--- src/rtl/olla_pkg.sv ---
`default_nettype none

package olla_pkg;

	// User table geometry.
	localparam int SLOTS   = 32;
	localparam int SLOT_AW = $clog2(SLOTS);
	localparam logic [SLOT_AW:0]   SLOT_END  = (SLOT_AW + 1)'(SLOTS);
	localparam logic [SLOT_AW-1:0] SLOT_LAST = SLOT_AW'(SLOTS - 1);

	// Threshold store: two tables of 32 entries, addressed {table_sel, mcs}.
	localparam int THR_DEPTH = 64;
	localparam int THR_AW    = $clog2(THR_DEPTH);

	localparam logic [6:0]         FB_MAX     = 7'd64;
	localparam logic [4:0]         MCS_MAX_T0 = 5'd28;
	localparam logic [4:0]         MCS_MAX_T1 = 5'd27;
	localparam logic signed [23:0] THR_RESET  = -24'sd6488064;
	localparam logic signed [24:0] OFF_LIMIT  = 25'sd1966080;

	// Configuration register indexes.
	localparam logic [2:0] CFG_NACK_STEP  = 3'd0;
	localparam logic [2:0] CFG_ACK_STEP   = 3'd1;
	localparam logic [2:0] CFG_MCS_CAP    = 3'd2;
	localparam logic [2:0] CFG_MIN_MCS    = 3'd3;
	localparam logic [2:0] CFG_UPD_PERIOD = 3'd4;

	localparam logic [15:0] RST_NACK_STEP  = 16'd3277;
	localparam logic [15:0] RST_ACK_STEP   = 16'd364;
	localparam logic [4:0]  RST_MCS_CAP    = 5'd28;
	localparam logic [4:0]  RST_MIN_MCS    = 5'd0;
	localparam logic [10:0] RST_UPD_PERIOD = 11'd1;

	typedef enum logic [1:0] {
		RK_WRITE = 2'd0,
		RK_SKIP  = 2'd1,
		RK_FEED  = 2'd2
	} res_kind_t;

	typedef struct packed {
		logic              func;
		logic [15:0]       user_id;
		logic              table_sel;
		logic [4:0]        entry_mcs;
		logic signed [23:0] entry_threshold;
		logic [6:0]        ack_cnt;
		logic [6:0]        nack_cnt;
		logic [4:0]        prev_mcs;
		logic [9:0]        frames_since_update;
	} item_t;

	typedef struct packed {
		logic [15:0]        user;
		logic signed [21:0] offset;
		logic [31:0]        stamp;
	} slot_ent_t;

	typedef struct packed {
		logic      load;
		logic      thr_wr;
		logic      scan_init;
		logic      scan;
		logic      mul;
		logic      sum;
		logic      slot_wr;
		logic      thr_amax;
		logic      eff_ld;
		logic      sr_step;
		logic      out_load;
		res_kind_t out_kind;
	} cmd_t;

	typedef struct packed {
		logic func;
		logic skip;
		logic scan_done;
		logic found;
		logic at_lo;
		logic out_free;
	} stat_t;

endpackage

`default_nettype wire

--- src/rtl/olla_ctrl.sv ---
`default_nettype none

module olla_ctrl
	import olla_pkg::*;
(
	input  wire logic  clk,
	input  wire logic  arst_n,
	input  wire logic  in_valid,
	output logic       in_ready,
	input  wire stat_t st,
	output cmd_t       cmd
);

	typedef enum logic [9:0] {
		ST_IDLE   = 10'b0000000001,
		ST_DECODE = 10'b0000000010,
		ST_SCAN   = 10'b0000000100,
		ST_MUL    = 10'b0000001000,
		ST_SUM    = 10'b0000010000,
		ST_WRSLOT = 10'b0000100000,
		ST_EFF    = 10'b0001000000,
		ST_SRD    = 10'b0010000000,
		ST_SCMP   = 10'b0100000000,
		ST_DONE   = 10'b1000000000
	} state_t;

	state_t    state_q, state_d;
	res_kind_t kind_q, kind_d;

	always_ff @(posedge clk or negedge arst_n) begin
		if (!arst_n) begin
			state_q <= ST_IDLE;
			kind_q  <= RK_WRITE;
		end else begin
			state_q <= state_d;
			kind_q  <= kind_d;
		end
	end

	assign in_ready = (state_q == ST_IDLE);

	always_comb begin
		state_d      = state_q;
		kind_d       = kind_q;
		cmd          = '0;
		cmd.out_kind = kind_q;
		unique case (state_q)
			ST_IDLE: begin
				if (in_valid) begin
					cmd.load = 1'b1;
					state_d  = ST_DECODE;
				end
			end
			ST_DECODE: begin
				if (!st.func) begin
					cmd.thr_wr = 1'b1;
					kind_d     = RK_WRITE;
					state_d    = ST_DONE;
				end else if (st.skip) begin
					kind_d  = RK_SKIP;
					state_d = ST_DONE;
				end else begin
					cmd.scan_init = 1'b1;
					kind_d        = RK_FEED;
					state_d       = ST_SCAN;
				end
			end
			ST_SCAN: begin
				cmd.scan = 1'b1;
				if (st.scan_done) begin
					state_d = ST_MUL;
				end
			end
			ST_MUL: begin
				cmd.mul = 1'b1;
				state_d = ST_SUM;
			end
			ST_SUM: begin
				cmd.sum = 1'b1;
				state_d = ST_WRSLOT;
			end
			ST_WRSLOT: begin
				cmd.slot_wr  = 1'b1;
				cmd.thr_amax = 1'b1;
				state_d      = ST_EFF;
			end
			ST_EFF: begin
				cmd.eff_ld = 1'b1;
				state_d    = ST_SRD;
			end
			ST_SRD: begin
				state_d = ST_SCMP;
			end
			ST_SCMP: begin
				cmd.sr_step = 1'b1;
				if (st.found || st.at_lo) begin
					state_d = ST_DONE;
				end else begin
					state_d = ST_SRD;
				end
			end
			ST_DONE: begin
				if (st.out_free) begin
					cmd.out_load = 1'b1;
					state_d      = ST_IDLE;
				end
			end
			default: begin
				state_d = ST_IDLE;
			end
		endcase
	end

endmodule

`default_nettype wire

--- config.mk ---
export PLATFORM = sky130hd
export DESIGN_NAME = olla_ctrl
export DESIGN_NICKNAME = d
export VERILOG_FILES = /design/src/rtl/olla_pkg.sv /design/src/rtl/olla_ctrl.sv
export SDC_FILE = /design/constraint.sdc
export NUM_CORES = 1
export LEC_CHECK = 0
export ABC_AREA = 1
export ABC_CLOCK_PERIOD_IN_PS = 1300
export BUFFER_PORTS_ARGS = -buffer_cell sky130_fd_sc_hd__buf_2
export CORE_MARGIN = 4
export CORE_UTILIZATION = 45
export DETAILED_ROUTE_END_ITERATION = 10
export PLACE_DENSITY_LB_ADDON = 0.05
export SKIP_CTS_REPAIR_TIMING = 1
export SYNTH_ARGS = -nofsm -noshare
export SYNTH_HDL_FRONTEND = slang
export SYNTH_SLANG_ARGS = --single-unit
export TNS_END_PERCENT = 10
--- constraint.sdc ---
create_clock -name clk -period 1.3 [get_ports clk]
set_input_delay 0.26 -clock clk [delete_from_list [all_inputs] [get_ports clk]]
set_output_delay 0.26 -clock clk [all_outputs]
set_load 0.03 [all_outputs]
; ---- Yosys cells after proc, flatten, opt, wreduce, memory -nomap -nowiden
; Cells that the tools add are included.
[classes]
n_addsub = 0
mul = 0
div_mod_pow = 0
order_cmp = 0
n_eq_ne = 13
shifts = 0
mux = 23
bitwise = 0
n_reduce_logical = 2
[ops]
columns = cell, n
row1 = 10-bit one-hot mux with 10 select lines, 1
row2 = 10-bit 2-to-1 mux, 6
row3 = 1-bit 2-to-1 mux, 12
row4 = 10-bit by 1-bit equality test with 1-bit output (second input constant), 1
row5 = 10-bit equality test (second input constant), 1
row6 = 10-bit by 2-bit equality test with 1-bit output (second input constant), 1
row7 = 10-bit by 3-bit equality test with 1-bit output (second input constant), 1
row8 = 10-bit by 4-bit equality test with 1-bit output (second input constant), 1
row9 = 10-bit by 5-bit equality test with 1-bit output (second input constant), 1
row10 = 10-bit by 6-bit equality test with 1-bit output (second input constant), 1
row11 = 10-bit by 7-bit equality test with 1-bit output (second input constant), 1
row12 = 10-bit by 8-bit equality test with 1-bit output (second input constant), 1
row13 = 10-bit by 9-bit equality test with 1-bit output (second input constant), 1
row14 = 2-bit 2-to-1 mux, 4
row15 = 2-bit != test (second input constant), 3
row16 = 3-bit AND reduction, 1
row17 = 1-bit logical OR, 1
[word_totals]
ff_bits = 12
latch_bits = 0
mem_bits_rw = 0
romBits = 0
out_inout_bits = 14
elab_cells = 40
n_memories = 0

; ---- Depth between registers and ports, before layout
[logic_depth]
ltp_word = 3
ltp_mapped = 9
mapped_depth_nobuf = 9

; ---- Least setup slack after synthesis
; No wires, ideal clock.
[synth_timing]
path_kind = reg2out
startpoint = register state_q[9]
endpoint = output cmd[6] (netlist name)
arrival_ps = 1296
required_ps = 1040
path_slack_ps = -256
path_stages_with_launch = 5
path_buffers = 1
cell_sequence = dfrtp_1 nor2_4 nand3b_2 nor2_2 buf_4
[synth_rtl]
columns = item, line
row1 = from (decl), olla_ctrl.sv:27  ; state_t state_q, state_d;
row2 = from (signal assigned), olla_ctrl.sv:35  ; state_q <= state_d;
row3 = to (decl), olla_ctrl.sv:11  ; output cmd_t cmd

==> flow_summary.yaml <==
run_status:
  outcome: "finished with violations"
  violations: "setup timing"
sta:
  fmax_mhz: 594
  fin_crit_sh_pct: 129
  hold_ws_ns: 0.205
  finalWorstPathRequiredPeriod_ns: 1.68
  relSlewSlack_pct: 80.9
  final_hold_viol_count: 0
  rsz0062_at_grt: "true"
  timing.final.ws_setup_ns: -0.383
  worst_slew_pin_slew_ns: 0.287
  setup_viol: 15
  final_max_slew_viol_count: 0
  finalSetupTns_ns: -4.35
  fin_skew_ns: 0.00367
die:
  rows: 14
  dieArea_um2: 2500
  die_h_um: 50.0
  ioPinCount: 23
  core_area_um2: 1580
  die_x_um: 50.0
  start_util_pct: 50.2
grt:
  gr-total-overflow: 0
  use_met3_pct: 2.11
  grt_pass1_vias: 756
  grt_antenna_before_repair: 0
  grt-busiest-layer: "met2"
  grt_max_degree: 13
  grt_util_all_layers_pct: 16.1
  grt_pass1_wl_mm: 3.02
  grtUsageMet2_pct: 29.7
  grt_util_met1_pct: 17.2
finish:
  final_common_cell: "buf_4"
  drive_gt1_share_pct: 52.3
  syn_to_final_growth_pct: 56.4
  num_antenna_cells: 0
  final_cell_mix: "buf_4 (19), nor2_1 (16), inv_1 (15), nand2_1 (14), nor2_4 (12)"
  nets: 161
  layout.cells.non_filler: 167
clock_network:
  cts_root_buf: "clkbuf_4"
  cts_tree: "yes"
  cts_num_sinks: 12
  path_clk_slew_ns: 0.08
  cts_buffers: 3
  h-tree-depth: 1
  worst_skew_pair.late_latency_ns: 0.28
  cts_buffer_depth: 2
place:
  gp_congestion: 0.812
  hpwlAfterDp_mm: 1.50
  dp_cells: 160
  portBuffers: 22
  dp_slack_ns: -0.207
synth:
  synth.distinct_cells: 25
  synth-xor-area-share_pct: 0
  synth_compound_area_share_pct: 4.74
  yosys.area_share.adder_pct: 0
  syn_nets: 118
  ys_ff_latch: 12
  netlist_instances: 109
  synthSimpleGateAreaFrac_pct: 45.0
  synth_top_family_by_area: "simple AND/OR/NAND/NOR gates"
  syn_avg_cell_area_um2: 7.27
  synth_warnings: 0
  synthesis.area_um2: 792
  synthMuxAreaShare_pct: 0
  ys_seq_area_share_pct: 38.1
worst_setup_path:
  endpoint_kind: "primary output"
  max_stage_delay_ns: 0.43
  cp_common_cell: "nor2_4"
  worstPathArrival_ns: 1.42
  ff2ff_path_depth: 8
  crit_slowest_cell: "dfrtp_1"
  crit_type: "reg -> out"
  r2r_slack_ns: -0.11
  start_kind: "flop"
  endpoint: "cmd[11]"
  crit_start: "state_q[5]"
  cp_data_required_time_ns: 1.04
  cp_max_fo: 6
  crit_chain: "nor2_4 -> nand2_4 -> clkinv_4 -> nand3_4 -> nor2_4 -> clkbuf_4"
  reg2reg_to: "kind_q[1]"
  r2r-start: "state_q[0]"
pwr:
  switching_share_pct: 44.5
  seqPwrFrac_pct: 25.9
  power_frac_clock_pct: 15.1
  p_per_area_nw_per_um2: 1630
  ir_worst_vdd_uv: 1270
  total_leakage_power_nw: 0.708
  power_frac_comb_pct: 58.9
  power_switching_w: 0.000901
  p_int_w: 0.00112
routing:
  viasPerCell: 4.83
  via_count: 807
  routed_wl_mm: 1.86
  drc_errors: 0
  wl_per_cell_um: 11.1
  drtIter0Drc: 15
  first_pass_iters: 4
  postRouteAntennaNets: 0
flow_run:
  maxCapViolations: 0
min_path:
  hold_path_class: "in -> reg"
cell type report:
class                      count  area, um^2
multi-input combinational     73         499
fill                         124         338
sequential                    12         302
timing repair buffer          39         289
inverter                      23        92.6
clock buffer                   4        36.3
tap                           16        20.0
power by group through the flow:
| stage | Clock [W] | Sequential, W | Combinational [W] |
|---|---|---|---|
| finish | 0.000306 | 0.000525 | 0.00119 |
| detailed placement | 0 | 0.000531 | 0.00102 |
| floorplan | 0 | 0.000592 | 0.000652 |
| global placement | 0 | 0.000528 | 0.00100 |
| global route | 0.000340 | 0.000534 | 0.00131 |
| CTS | 0.000314 | 0.000523 | 0.00102 |
state kept, by name, indices dropped and copies added (netlist names):
name,cells
state_q,10
kind_q,2
synthesized netlist by cell type:
| master | number | area, um^2 |
|---|---|---|
| nor2_2 | 4 | 25.0 |
| dfrtp_1 | 11 | 275 |
| nand3b_2 | 1 | 11.3 |
| o211ai_1 | 1 | 7.51 |
| nand3_1 | 8 | 40.0 |
| nor2_1 | 25 | 93.8 |
| inv_4 | 1 | 6.26 |
| nand3_2 | 3 | 30.0 |
| a21oi_1 | 1 | 5.00 |
| nor2_4 | 3 | 33.8 |
| clkinv_1 | 1 | 3.75 |
| o21ai_1 | 1 | 5.00 |
| nor3_1 | 1 | 5.00 |
| o21a_1 | 1 | 7.51 |
| o22ai_1 | 2 | 12.5 |
| buf_4 | 1 | 7.51 |
| nor3_2 | 1 | 10.0 |
| dfstp_2 | 1 | 26.3 |
| or2_2 | 1 | 6.26 |
| inv_2 | 3 | 11.3 |
| nand2_2 | 2 | 12.5 |
| and3_1 | 2 | 12.5 |
| nand3b_4 | 1 | 20.0 |
| inv_1 | 18 | 67.6 |
| nand2_1 | 15 | 56.3 |
through the flow:
| step | power [W] | util (%) | cell area, um^2 |
|---|---|---|---|
| 3_3_place_gp | 0.00153 | 67.6 | 1070 |
| 5_1_grt | 0.00218 | 78.6 | 1240 |
| 2_1_floorplan | 0.00124 | - | 842 |
| 3_5_place_dp | 0.00155 | 67.6 | 1070 |
| 4_1_cts | 0.00186 | 69.9 | 1100 |
| 6_report | 0.00202 | 78.6 | 1240 |
routing by layer:
| metal | wire, um | share of wire (%) |
|---|---|---|
| met4 | 38 | 2.0 |
| met2 | 997 | 54 |
| met1 | 737 | 40 |
| met3 | 87 | 4.7 |
| met5 | 0 | 0 |
worst min-delay path by stage:
stage / from / end / depth (start not counted)
after global routing: st[3] / state_q[2] / 2
after detailed placement: arst_n / kind_q[0] / 1
after CTS: arst_n / state_q[1] / 1
after global placement: arst_n / kind_q[0] / 1
after floorplan: arst_n / kind_q[0] / 0
final: st[3] / state_q[2] / 2
kinds of logic after synthesis:
logic type             after synthesis
AND/OR/NAND/NOR                     67
buffers and inverters               24
flip-flops                          12
AO/OA/AOI/OAI                        6
critical path, delay by kind of cell, from the launching register on:
kind,cells,cell delay [ns]
buffers and inverters,2,0.27
and+or+nand+nor,4,0.44
DFF,1,0.43
(Power assumes the default switching activity.)
